<file path="config.mk">
export PLATFORM = sky130hd
export DESIGN_NAME = coil_region_bit_store
export DESIGN_NICKNAME = d
export VERILOG_FILES = /design/src/design/crbs_pkg.sv /design/src/design/coil_region_bit_store.sv /design/src/design/crbs_fifo.sv /design/src/design/crbs_front.sv /design/src/design/crbs_back.sv
export SDC_FILE = /design/constraint.sdc
export NUM_CORES = 2
export LEC_CHECK = 0
export BUFFER_PORTS_ARGS = -buffer_cell sky130_fd_sc_hd__buf_2
export CAP_MARGIN = 15
export CORE_MARGIN = 2
export CORE_UTILIZATION = 35
export DETAILED_ROUTE_END_ITERATION = 7
export SKIP_CTS_REPAIR_TIMING = 1
export SLEW_MARGIN = 0
export SYNTH_ARGS = -nofsm -noshare
export SYNTH_HDL_FRONTEND = slang
export SYNTH_SLANG_ARGS = --single-unit
</file>
<file path="constraint.sdc">
create_clock -name clk -period 13.67 [get_ports clk]
set_clock_uncertainty 0.05 [all_clocks]
set_input_delay 1.367 -clock clk [delete_from_list [all_inputs] [get_ports clk]]
set_output_delay 1.367 -clock clk [all_outputs]
set_load 0.01 [all_outputs]
</file>
<file path="src/design/crbs_pkg.sv">
// ----------------------------------------------------------------------------
// crbs_pkg
// Shared types and constants for the coil region bit store.
// ----------------------------------------------------------------------------
package crbs_pkg;

	localparam int COIL_ADDR_W = 16;
	localparam int COUNT_W     = 16;
	localparam int REGION_W    = 3;
	localparam int CFG_INDEX_W = 2;
	localparam int CFG_DATA_W  = 64;
	localparam int QUEUE_DEPTH = 2;

	localparam logic [CFG_INDEX_W-1:0] REG_STARTS  = 2'd0;
	localparam logic [CFG_INDEX_W-1:0] REG_LENGTHS = 2'd1;
	localparam logic [CFG_INDEX_W-1:0] REG_IN_USE  = 2'd2;

	typedef struct packed {
		logic [CFG_DATA_W-1:0] starts;
		logic [CFG_DATA_W-1:0] lengths;
		logic [REGION_W-1:0]   in_use;
	} cfg_t;

	// one classified coil request, byte address travels beside it
	typedef struct packed {
		logic               mapped;
		logic               action;
		logic               write_bit;
		logic [2:0]         bit_sel;
		logic [COUNT_W-1:0] served_count;
	} cmd_t;

	typedef enum logic [1:0] {
		B_CLEAR,
		B_IDLE,
		B_WRITE
	} back_state_t;

endpackage

</file>
<file path="src/design/coil_region_bit_store.sv">
// ----------------------------------------------------------------------------
// coil_region_bit_store
// Bank of on/off coils mapped into up to four configured address regions.
// ----------------------------------------------------------------------------
// Each request on the input channel is one coil of a read or write. A request
// with first set restarts the walk at coil_address; later requests take the
// next address. The walker keeps the current region and only steps forward
// through the region table; once no region matches, the rest of the walk is
// unmapped until the next first request.
// Every request gives exactly one result: mapped, read_bit, served_count.
// An accepted request passes through the queue, the store read registers and
// the result register before out_valid. The store sequencer takes the next
// request only after the read-then-write of one store byte for the last one.
// After reset all (REGIONS*REGION_BITS+7)/8 store bytes are cleared, one byte
// a cycle, with in_ready low; configuration writes are taken at any time.
// A stalled out_ready holds the result; the two-entry queue keeps accepting
// until it fills, then in_ready drops.
// ----------------------------------------------------------------------------
module coil_region_bit_store #(
	parameter int REGIONS     = 4,
	parameter int REGION_BITS = 256
) (
	input  logic                                 clk,
	input  logic                                 arst_n,
	input  logic                                 cfg_valid,
	output logic                                 cfg_ready,
	input  logic [crbs_pkg::CFG_INDEX_W-1:0]     cfg_index,
	input  logic [crbs_pkg::CFG_DATA_W-1:0]      cfg_data,
	input  logic                                 in_valid,
	output logic                                 in_ready,
	input  logic                                 action,
	input  logic                                 first,
	input  logic [crbs_pkg::COIL_ADDR_W-1:0]     coil_address,
	input  logic                                 write_bit,
	output logic                                 out_valid,
	input  logic                                 out_ready,
	output logic                                 mapped,
	output logic                                 read_bit,
	output logic [crbs_pkg::COUNT_W-1:0]         served_count
);

	localparam int TOT_W  = $clog2(REGIONS * REGION_BITS);
	localparam int ADDR_W = (TOT_W > 3) ? TOT_W - 3 : 1;
	localparam int Q_W    = $bits(crbs_pkg::cmd_t) + ADDR_W;

	crbs_pkg::cfg_t    cfg_q;

	logic              enable;
	logic              q_full;
	logic              q_not_empty;
	logic              push;
	logic              pop;
	crbs_pkg::cmd_t    front_cmd;
	logic [ADDR_W-1:0] front_addr;
	logic [Q_W-1:0]    q_rd_data;
	crbs_pkg::cmd_t    back_cmd;
	logic [ADDR_W-1:0] back_addr;

	assign cfg_ready = 1'b1;

	always_ff @(posedge clk or negedge arst_n) begin
		if (!arst_n) begin
			cfg_q <= '0;
		end else if (cfg_valid) begin
			case (cfg_index)
				crbs_pkg::REG_STARTS:  cfg_q.starts  <= cfg_data;
				crbs_pkg::REG_LENGTHS: cfg_q.lengths <= cfg_data;
				crbs_pkg::REG_IN_USE:  cfg_q.in_use  <= cfg_data[crbs_pkg::REGION_W-1:0];
				default: ;
			endcase
		end
	end

	crbs_front #(
		.REGIONS     (REGIONS),
		.REGION_BITS (REGION_BITS),
		.ADDR_W      (ADDR_W)
	) u_front (
		.clk          (clk),
		.arst_n       (arst_n),
		.cfg          (cfg_q),
		.enable       (enable),
		.q_full       (q_full),
		.in_valid     (in_valid),
		.in_ready     (in_ready),
		.action       (action),
		.first        (first),
		.coil_address (coil_address),
		.write_bit    (write_bit),
		.push         (push),
		.cmd          (front_cmd),
		.byte_addr    (front_addr)
	);

	crbs_fifo #(
		.WIDTH (Q_W)
	) u_fifo (
		.clk       (clk),
		.arst_n    (arst_n),
		.push      (push),
		.wr_data   ({front_cmd, front_addr}),
		.pop       (pop),
		.rd_data   (q_rd_data),
		.full      (q_full),
		.not_empty (q_not_empty)
	);

	assign back_cmd  = q_rd_data[Q_W-1:ADDR_W];
	assign back_addr = q_rd_data[ADDR_W-1:0];

	crbs_back #(
		.REGIONS     (REGIONS),
		.REGION_BITS (REGION_BITS),
		.ADDR_W      (ADDR_W)
	) u_back (
		.clk          (clk),
		.arst_n       (arst_n),
		.q_valid      (q_not_empty),
		.q_cmd        (back_cmd),
		.q_addr       (back_addr),
		.q_pop        (pop),
		.enable       (enable),
		.out_valid    (out_valid),
		.out_ready    (out_ready),
		.mapped       (mapped),
		.read_bit     (read_bit),
		.served_count (served_count)
	);

endmodule

</file>
<file path="src/design/crbs_fifo.sv">
// ----------------------------------------------------------------------------
// crbs_fifo
// Short request queue between the classifier and the store sequencer.
// ----------------------------------------------------------------------------
module crbs_fifo #(
	parameter int WIDTH = 32
) (
	input  logic             clk,
	input  logic             arst_n,
	input  logic             push,
	input  logic [WIDTH-1:0] wr_data,
	input  logic             pop,
	output logic [WIDTH-1:0] rd_data,
	output logic             full,
	output logic             not_empty
);

	localparam int PTR_W = (crbs_pkg::QUEUE_DEPTH > 1) ? $clog2(crbs_pkg::QUEUE_DEPTH) : 1;
	localparam int CNT_W = $clog2(crbs_pkg::QUEUE_DEPTH + 1);
	localparam logic [PTR_W-1:0] LAST_PTR = PTR_W'(crbs_pkg::QUEUE_DEPTH - 1);
	localparam logic [CNT_W-1:0] FULL_CNT = CNT_W'(crbs_pkg::QUEUE_DEPTH);

	logic [WIDTH-1:0] slot_q [crbs_pkg::QUEUE_DEPTH];
	logic [PTR_W-1:0] wr_ptr_q;
	logic [PTR_W-1:0] rd_ptr_q;
	logic [CNT_W-1:0] count_q;

	assign rd_data   = slot_q[rd_ptr_q];
	assign full      = (count_q == FULL_CNT);
	assign not_empty = (count_q != '0);

	always_ff @(posedge clk) begin
		if (push) begin
			slot_q[wr_ptr_q] <= wr_data;
		end
	end

	always_ff @(posedge clk or negedge arst_n) begin
		if (!arst_n) begin
			wr_ptr_q <= '0;
			rd_ptr_q <= '0;
			count_q  <= '0;
		end else begin
			if (push) begin
				wr_ptr_q <= (wr_ptr_q == LAST_PTR) ? '0 : wr_ptr_q + 1'b1;
			end
			if (pop) begin
				rd_ptr_q <= (rd_ptr_q == LAST_PTR) ? '0 : rd_ptr_q + 1'b1;
			end
			if (push && !pop) begin
				count_q <= count_q + 1'b1;
			end else if (pop && !push) begin
				count_q <= count_q - 1'b1;
			end
		end
	end

endmodule

</file>
<file path="src/design/crbs_front.sv">
// ----------------------------------------------------------------------------
// crbs_front
// Request walker: tracks the running address and region, matches the coil
// against the region table and hands a classified request to the queue.
// ----------------------------------------------------------------------------
module crbs_front #(
	parameter int REGIONS     = 4,
	parameter int REGION_BITS = 256,
	parameter int ADDR_W      = 7
) (
	input  logic                               clk,
	input  logic                               arst_n,
	input  crbs_pkg::cfg_t                     cfg,
	input  logic                               enable,
	input  logic                               q_full,
	input  logic                               in_valid,
	output logic                               in_ready,
	input  logic                               action,
	input  logic                               first,
	input  logic [crbs_pkg::COIL_ADDR_W-1:0]   coil_address,
	input  logic                               write_bit,
	output logic                               push,
	output crbs_pkg::cmd_t                     cmd,
	output logic [ADDR_W-1:0]                  byte_addr
);

	localparam int TOT_W = $clog2(REGIONS * REGION_BITS);
	localparam int OFF_W = $clog2(REGION_BITS);
	localparam logic [crbs_pkg::COIL_ADDR_W-1:0] REGION_SIZE =
		crbs_pkg::COIL_ADDR_W'(REGION_BITS);
	localparam logic [crbs_pkg::REGION_W-1:0] REGION_MAX = crbs_pkg::REGION_W'(REGIONS);

	logic [crbs_pkg::COIL_ADDR_W-1:0] walk_address_q;
	logic [crbs_pkg::REGION_W-1:0]    walk_region_q;
	logic                             walk_stopped_q;
	logic [crbs_pkg::COUNT_W-1:0]     served_total_q;

	logic [crbs_pkg::COIL_ADDR_W-1:0] cur_addr;
	logic [crbs_pkg::REGION_W-1:0]    cur_region;
	logic                             cur_stop;
	logic [crbs_pkg::COUNT_W-1:0]     cur_total;
	logic [crbs_pkg::REGION_W-1:0]    limit;

	logic [crbs_pkg::COIL_ADDR_W-1:0] start   [REGIONS];
	logic [crbs_pkg::COIL_ADDR_W-1:0] len     [REGIONS];
	logic [crbs_pkg::COIL_ADDR_W-1:0] len_sat [REGIONS];
	logic [crbs_pkg::COIL_ADDR_W-1:0] diff    [REGIONS];
	logic [REGIONS-1:0]               hit;

	logic                             found;
	logic [crbs_pkg::REGION_W-1:0]    sel_region;
	logic [OFF_W-1:0]                 sel_off;
	logic                             serve;
	logic [31:0]                      bit_full;
	logic [TOT_W-1:0]                 bit_index;
	logic [crbs_pkg::COUNT_W-1:0]     total_d;

	assign in_ready = enable && !q_full;
	assign push     = in_valid && in_ready;

	always_comb begin
		cur_addr   = first ? coil_address : walk_address_q;
		cur_region = first ? '0 : walk_region_q;
		cur_stop   = first ? 1'b0 : walk_stopped_q;
		cur_total  = first ? '0 : served_total_q;
		limit      = (cfg.in_use > REGION_MAX) ? REGION_MAX : cfg.in_use;

		for (int r = 0; r < REGIONS; r++) begin
			start[r]   = cfg.starts[16*r +: 16];
			len[r]     = cfg.lengths[16*r +: 16];
			len_sat[r] = (len[r] > REGION_SIZE) ? REGION_SIZE : len[r];
			diff[r]    = cur_addr - start[r];
			hit[r]     = (crbs_pkg::REGION_W'(r) >= cur_region)
				&& (crbs_pkg::REGION_W'(r) < limit)
				&& (len[r] != '0)
				&& (cur_addr >= start[r])
				&& (diff[r] < len_sat[r]);
		end

		// lowest matching region from the current one onward
		found      = 1'b0;
		sel_region = '0;
		sel_off    = '0;
		for (int r = REGIONS - 1; r >= 0; r--) begin
			if (hit[r]) begin
				found      = 1'b1;
				sel_region = crbs_pkg::REGION_W'(r);
				sel_off    = diff[r][OFF_W-1:0];
			end
		end

		serve     = !cur_stop && found;
		bit_full  = 32'(sel_region) * 32'(REGION_BITS) + 32'(sel_off);
		bit_index = bit_full[TOT_W-1:0];
		byte_addr = ADDR_W'(bit_index >> 3);

		if (serve && (cur_total != '1)) begin
			total_d = cur_total + 1'b1;
		end else begin
			total_d = cur_total;
		end

		cmd.mapped       = serve;
		cmd.action       = action;
		cmd.write_bit    = write_bit;
		cmd.bit_sel      = bit_index[2:0];
		cmd.served_count = total_d;
	end

	always_ff @(posedge clk or negedge arst_n) begin
		if (!arst_n) begin
			walk_address_q <= '0;
			walk_region_q  <= '0;
			walk_stopped_q <= 1'b1;
			served_total_q <= '0;
		end else if (push) begin
			walk_address_q <= serve ? cur_addr + 1'b1 : cur_addr;
			walk_region_q  <= serve ? sel_region : cur_region;
			walk_stopped_q <= !serve;
			served_total_q <= total_d;
		end
	end

endmodule

</file>
<file path="src/design/crbs_back.sv">
// ----------------------------------------------------------------------------
// crbs_back
// Store sequencer: clears the coil memory after reset, then reads one store
// byte per request, writes it back modified for a mapped write, and holds the result.
// ----------------------------------------------------------------------------
module crbs_back #(
	parameter int REGIONS     = 4,
	parameter int REGION_BITS = 256,
	parameter int ADDR_W      = 7
) (
	input  logic                           clk,
	input  logic                           arst_n,
	input  logic                           q_valid,
	input  crbs_pkg::cmd_t                 q_cmd,
	input  logic [ADDR_W-1:0]              q_addr,
	output logic                           q_pop,
	output logic                           enable,
	output logic                           out_valid,
	input  logic                           out_ready,
	output logic                           mapped,
	output logic                           read_bit,
	output logic [crbs_pkg::COUNT_W-1:0]   served_count
);

	localparam int STORE_BYTES = (REGIONS * REGION_BITS + 7) / 8;
	localparam logic [ADDR_W-1:0] LAST_BYTE = ADDR_W'(STORE_BYTES - 1);

	logic [7:0] coil_store_q [STORE_BYTES];

	crbs_pkg::back_state_t state_q, state_d;
	logic [ADDR_W-1:0]     clr_ptr_q;
	crbs_pkg::cmd_t        cmd_s1;
	logic [ADDR_W-1:0]     addr_s1;
	logic [7:0]            rdata_s1;

	logic                  out_valid_q;
	logic                  mapped_q;
	logic                  read_bit_q;
	logic [crbs_pkg::COUNT_W-1:0] served_count_q;

	logic                  out_free;
	logic                  out_load;
	logic                  mem_we;
	logic [ADDR_W-1:0]     mem_waddr;
	logic [7:0]            mem_wdata;
	logic [7:0]            bit_mask;

	assign out_free     = !out_valid_q || out_ready;
	assign out_valid    = out_valid_q;
	assign mapped       = mapped_q;
	assign read_bit     = read_bit_q;
	assign served_count = served_count_q;
	assign bit_mask     = 8'(1) << cmd_s1.bit_sel;

	always_comb begin
		state_d = state_q;
		case (state_q)
			crbs_pkg::B_CLEAR: begin
				if (clr_ptr_q == LAST_BYTE) begin
					state_d = crbs_pkg::B_IDLE;
				end
			end
			crbs_pkg::B_IDLE: begin
				if (q_valid) begin
					state_d = crbs_pkg::B_WRITE;
				end
			end
			crbs_pkg::B_WRITE: begin
				if (out_free) begin
					state_d = crbs_pkg::B_IDLE;
				end
			end
			default: state_d = crbs_pkg::B_CLEAR;
		endcase
	end

	always_comb begin
		enable    = 1'b1;
		q_pop     = 1'b0;
		out_load  = 1'b0;
		mem_we    = 1'b0;
		mem_waddr = addr_s1;
		mem_wdata = cmd_s1.write_bit ? (rdata_s1 | bit_mask) : (rdata_s1 & ~bit_mask);
		case (state_q)
			crbs_pkg::B_CLEAR: begin
				enable    = 1'b0;
				mem_we    = 1'b1;
				mem_waddr = clr_ptr_q;
				mem_wdata = '0;
			end
			crbs_pkg::B_IDLE: begin
				q_pop = q_valid;
			end
			crbs_pkg::B_WRITE: begin
				out_load = out_free;
				mem_we   = out_free && cmd_s1.mapped && cmd_s1.action;
			end
			default: begin
				enable = 1'b0;
			end
		endcase
	end

	// store port: one write, one registered read
	always_ff @(posedge clk) begin
		if (mem_we) begin
			coil_store_q[mem_waddr] <= mem_wdata;
		end
		if (q_pop) begin
			rdata_s1 <= coil_store_q[q_addr];
		end
	end

	always_ff @(posedge clk) begin
		if (q_pop) begin
			cmd_s1  <= q_cmd;
			addr_s1 <= q_addr;
		end
		if (out_load) begin
			mapped_q       <= cmd_s1.mapped;
			read_bit_q     <= cmd_s1.mapped && !cmd_s1.action && rdata_s1[cmd_s1.bit_sel];
			served_count_q <= cmd_s1.served_count;
		end
	end

	always_ff @(posedge clk or negedge arst_n) begin
		if (!arst_n) begin
			state_q     <= crbs_pkg::B_CLEAR;
			clr_ptr_q   <= '0;
			out_valid_q <= 1'b0;
		end else begin
			state_q <= state_d;
			if (state_q == crbs_pkg::B_CLEAR) begin
				clr_ptr_q <= clr_ptr_q + 1'b1;
			end
			if (out_load) begin
				out_valid_q <= 1'b1;
			end else if (out_ready) begin
				out_valid_q <= 1'b0;
			end
		end
	end

endmodule

</file>
==> run summary <==
Status: completed
Worst endpoint required time: 14.24 ns
Setup crit end kind: flip-flop
Post-DR wirelength/cell: 21.1 um
Seq cells post-synth: 1318
Main synth FF type: edfxtp_1
Total power: 8830 uW
Peak supply drop: 0.000143 V
Post-Place Worst Slack: 4.87 ns
Rows: 149
Ports: 111
Sequential Area: 0.0387 sq mm
Sequential area share after synthesis: 66.5%
Final Setup Violations: 0
Critical path arrival: 8.63 ns
Slew HR: 19.4%
Die height: 412 um
Core Area: 0.165 sq mm
Starting DRT DRC Count: 3781
Clock Tree Buf Depth: 3
Largest net degree at the start of global routing: 173
Vias per Instance: 5.32
Root Buffer: clkbuf_16
Die width: 412 um
Drt total wl: 153 mm
Min cycle time layout: 8.06 ns
Hold Vio Cnt, Final: 0
Post-Syn Area per Cell: 11.8 sq um
Drt pass-1 iters: 6
Placer Congestion: 0.866
Period utilisation layout: 59.0%
Final Max Slew Viols: 0
CP max FO: 59
Slew @ Worst Pin: 1.19 ns
CTS tree: done
Post-DP Area: 0.0612 sq mm
FFs w/ async S/R, synth: 13.7%
Gate Count Post-Synth: 4908
Area of the multi-input gates: 0.0183 sq mm
Max cap viols: 0
Fin area: 0.0656 sq mm
Peak Freq: 0.124 GHz
Area Growth Syn to Fin: 12.7%
H-tree depth: 4
DR vias: 38600
GRT Total Usage: 17.8%
Setup TNS: 0 ns
Die area: 0.169 sq mm
Vias in the first global route: 37600
Initial core utilization: 35.2%
Clock transition at path regs: 0.06 ns
IO buf count: 109
DRC: 0
P per Cell Area: 135 mW/mm^2
Leak Pwr: 0.0241 uW
Global-route wire length before repair: 233 mm
Nets: 5187
Aggregate global routing overflow: 0
Yosys cell types: 71
Hold crit path type: flip-flop to flip-flop
Share of post-route cells with drive strength above 1: 10.2%
Worst-Skew Late Latency: 0.79 ns
CTS sink count: 1318
DP Wirelength: 89.8 mm
RSZ-0062 raised after global routing: false
Number of synthesized flops with an enable pin: 1137
CTS Buf Count: 137
Utilization after layout: 39.7%
Antenna violations before repair: 2
Fin worst setup slack: 5.61 ns
Synth Cell Area: 0.0581 sq mm
Antenna-violating nets left: 0
Filler cells: 15500
Synth warnings: 0
Crit path kind: primary input to flip-flop
CP Launch Type: primary input
==> sequential cells by signal, indices dropped and copies added, names as in the netlist <==
register                flops
u_fifo.count_q              2
u_back.out_valid            1
u_back.mapped               1
u_front.walk_address_q     16
u_fifo.wr_ptr_q             1
u_back.addr_s1              7
u_back.cmd_s1              22
u_back.clr_ptr_q            7
u_fifo.rd_ptr_q             1
u_back.read_bit             1
u_front.walk_region_q       3
u_back.rdata_s1             8
u_front.served_total_q     16
u_front.walk_stopped_q      1
cfg_q                     131
u_back.coil_store_q      1024
u_fifo.slot_q              58
u_back.state_q              2
u_back.served_count        16
==> metrics by stage <==
| stage | std cells | hold slack, ns |
|---|---|---|
| 2_1_floorplan | 4936 | 0.350 |
| 3_3_place_gp | 7008 | 0.354 |
| 3_5_place_dp | 7008 | 0.355 |
| 4_1_cts | 7251 | 0.367 |
| 5_1_grt | 7254 | 0.377 |
| 6_report | 7254 | 0.367 |
==> power breakdown <==
part | switching, uW | internal [uW] | total, uW
Combinational | 427 | 293 | 720
Clock | 1580 | 2100 | 3680
Sequential | 39.9 | 4390 | 4430
Total | 2050 | 6780 | 8830
==> layout by cell type, fill, tap and decap left out, types with 108 or more instances in the layout <==
master	count
clkbuf_16	139
nand2_1	1241
edfxtp_1	1137
o21ai_0	127
mux2_2	110
buf_2	108
ha_1	132
a311oi_1	184
nor2_1	208
nand3_1	551
dfrtp_1	179
inv_1	110
==> worst max-delay path, cell delays in order <==
cell       delay, ns
buf_2           0.08
buf_4           0.53
mux2i_1         0.66
ha_1            0.26
inv_1           0.06
fa_1            0.43
a21o_1          0.19
a21oi_1         0.28
o21bai_1        0.10
a21o_1          0.21
a21boi_0        0.36
o21ai_0         0.23
a21o_1          0.22
a21oi_1         0.19
xnor2_1         0.15
ha_1            0.27
a21o_1          0.16
a2111oi_0       0.38
o211ai_1        0.14
or4_1           0.71
a41oi_4         0.30
buf_4           0.40
nand3_2         0.24
or4_1           0.53
nand2_1         0.11
==> layout make-up <==
| type | instances | area share [%] |
|---|---|---|
| sequential | 1318 | 59.0 |
| multi-input combinational | 3222 | 27.8 |
| clock buffer | 171 | 5.58 |
| tap | 2189 | 4.18 |
| timing repair buffer | 167 | 1.62 |
| clock inverter | 72 | 1.11 |
| inverter | 114 | 0.676 |
| antenna | 1 | 0.00382 |
==> final timing paths <==
| path | slack, ns | end | depth (start not counted) | start |
|---|---|---|---|---|
| worst max register to register | 6.62 | u_fifo.slot_q[0][20] | 23 | u_front.walk_address_q[0] |
| max in group asynchronous | 11.40 | cfg_q[11] | 2 | arst_n |
| worst min register to register | 0.37 | u_back.served_count[0] | 0 | u_back.cmd_s1[0] |
| min in group asynchronous | 0.68 | cfg_q[121] | 1 | arst_n |
| worst min-delay path | 0.37 | u_back.served_count[0] | 0 | u_back.cmd_s1[0] |
| worst max-delay path | 5.61 | u_fifo.slot_q[0][20] | 25 | first |
==> Yosys cell counts, drive strengths merged (13+ instances only) <==
cell / count / share of area [%]
mux2: 110 / 2.1
a311oi: 184 / 2.8
nor4: 22 / 0.26
a21o: 33 / 0.43
xnor2: 49 / 0.74
and3: 81 / 0.87
a31oi: 17 / 0.18
a21oi: 63 / 0.54
nor2: 217 / 1.4
nor2b: 20 / 0.22
buf: 58 / 0.39
mux2i: 30 / 0.52
nand2: 1242 / 8.0
xor2: 34 / 0.51
nor3: 51 / 0.44
ha: 133 / 2.9
o211ai: 18 / 0.25
clkbuf: 224 / 1.4
nand4: 28 / 0.30
inv: 112 / 0.72
o21ai: 128 / 1.1
dfrtp: 180 / 7.7
nand3: 558 / 4.8
nand2b: 13 / 0.14
edfxtp: 1137 / 59
==> cells by family after synthesis <==
family,after synthesis,share of synthesized area (%)
xor gates and xnor gates,83,1.25
AOI/OAI and AO/OA,559,7.00
muxes,142,2.72
and+or+nand+nor,2272,16.9
buffers and inverters,396,2.57
DFF,1318,66.5
other,1,0.00645
adders and majority gates,137,3.00
==> layer usage <==
| metal | part of all wire, % | vias up | track usage (%) |
|---|---|---|---|
| met5 | 0 | - | 0 |
| met4 | 3.1 | 0 | 6.45 |
| met3 | 5.9 | 238 | 2.98 |
| met2 | 48 | 1146 | 28.8 |
| met1 | 43 | 19200 | 24.2 |
| li1 | - | 18000 | - |
No activity file was read; power rests on OpenSTA's default activity.
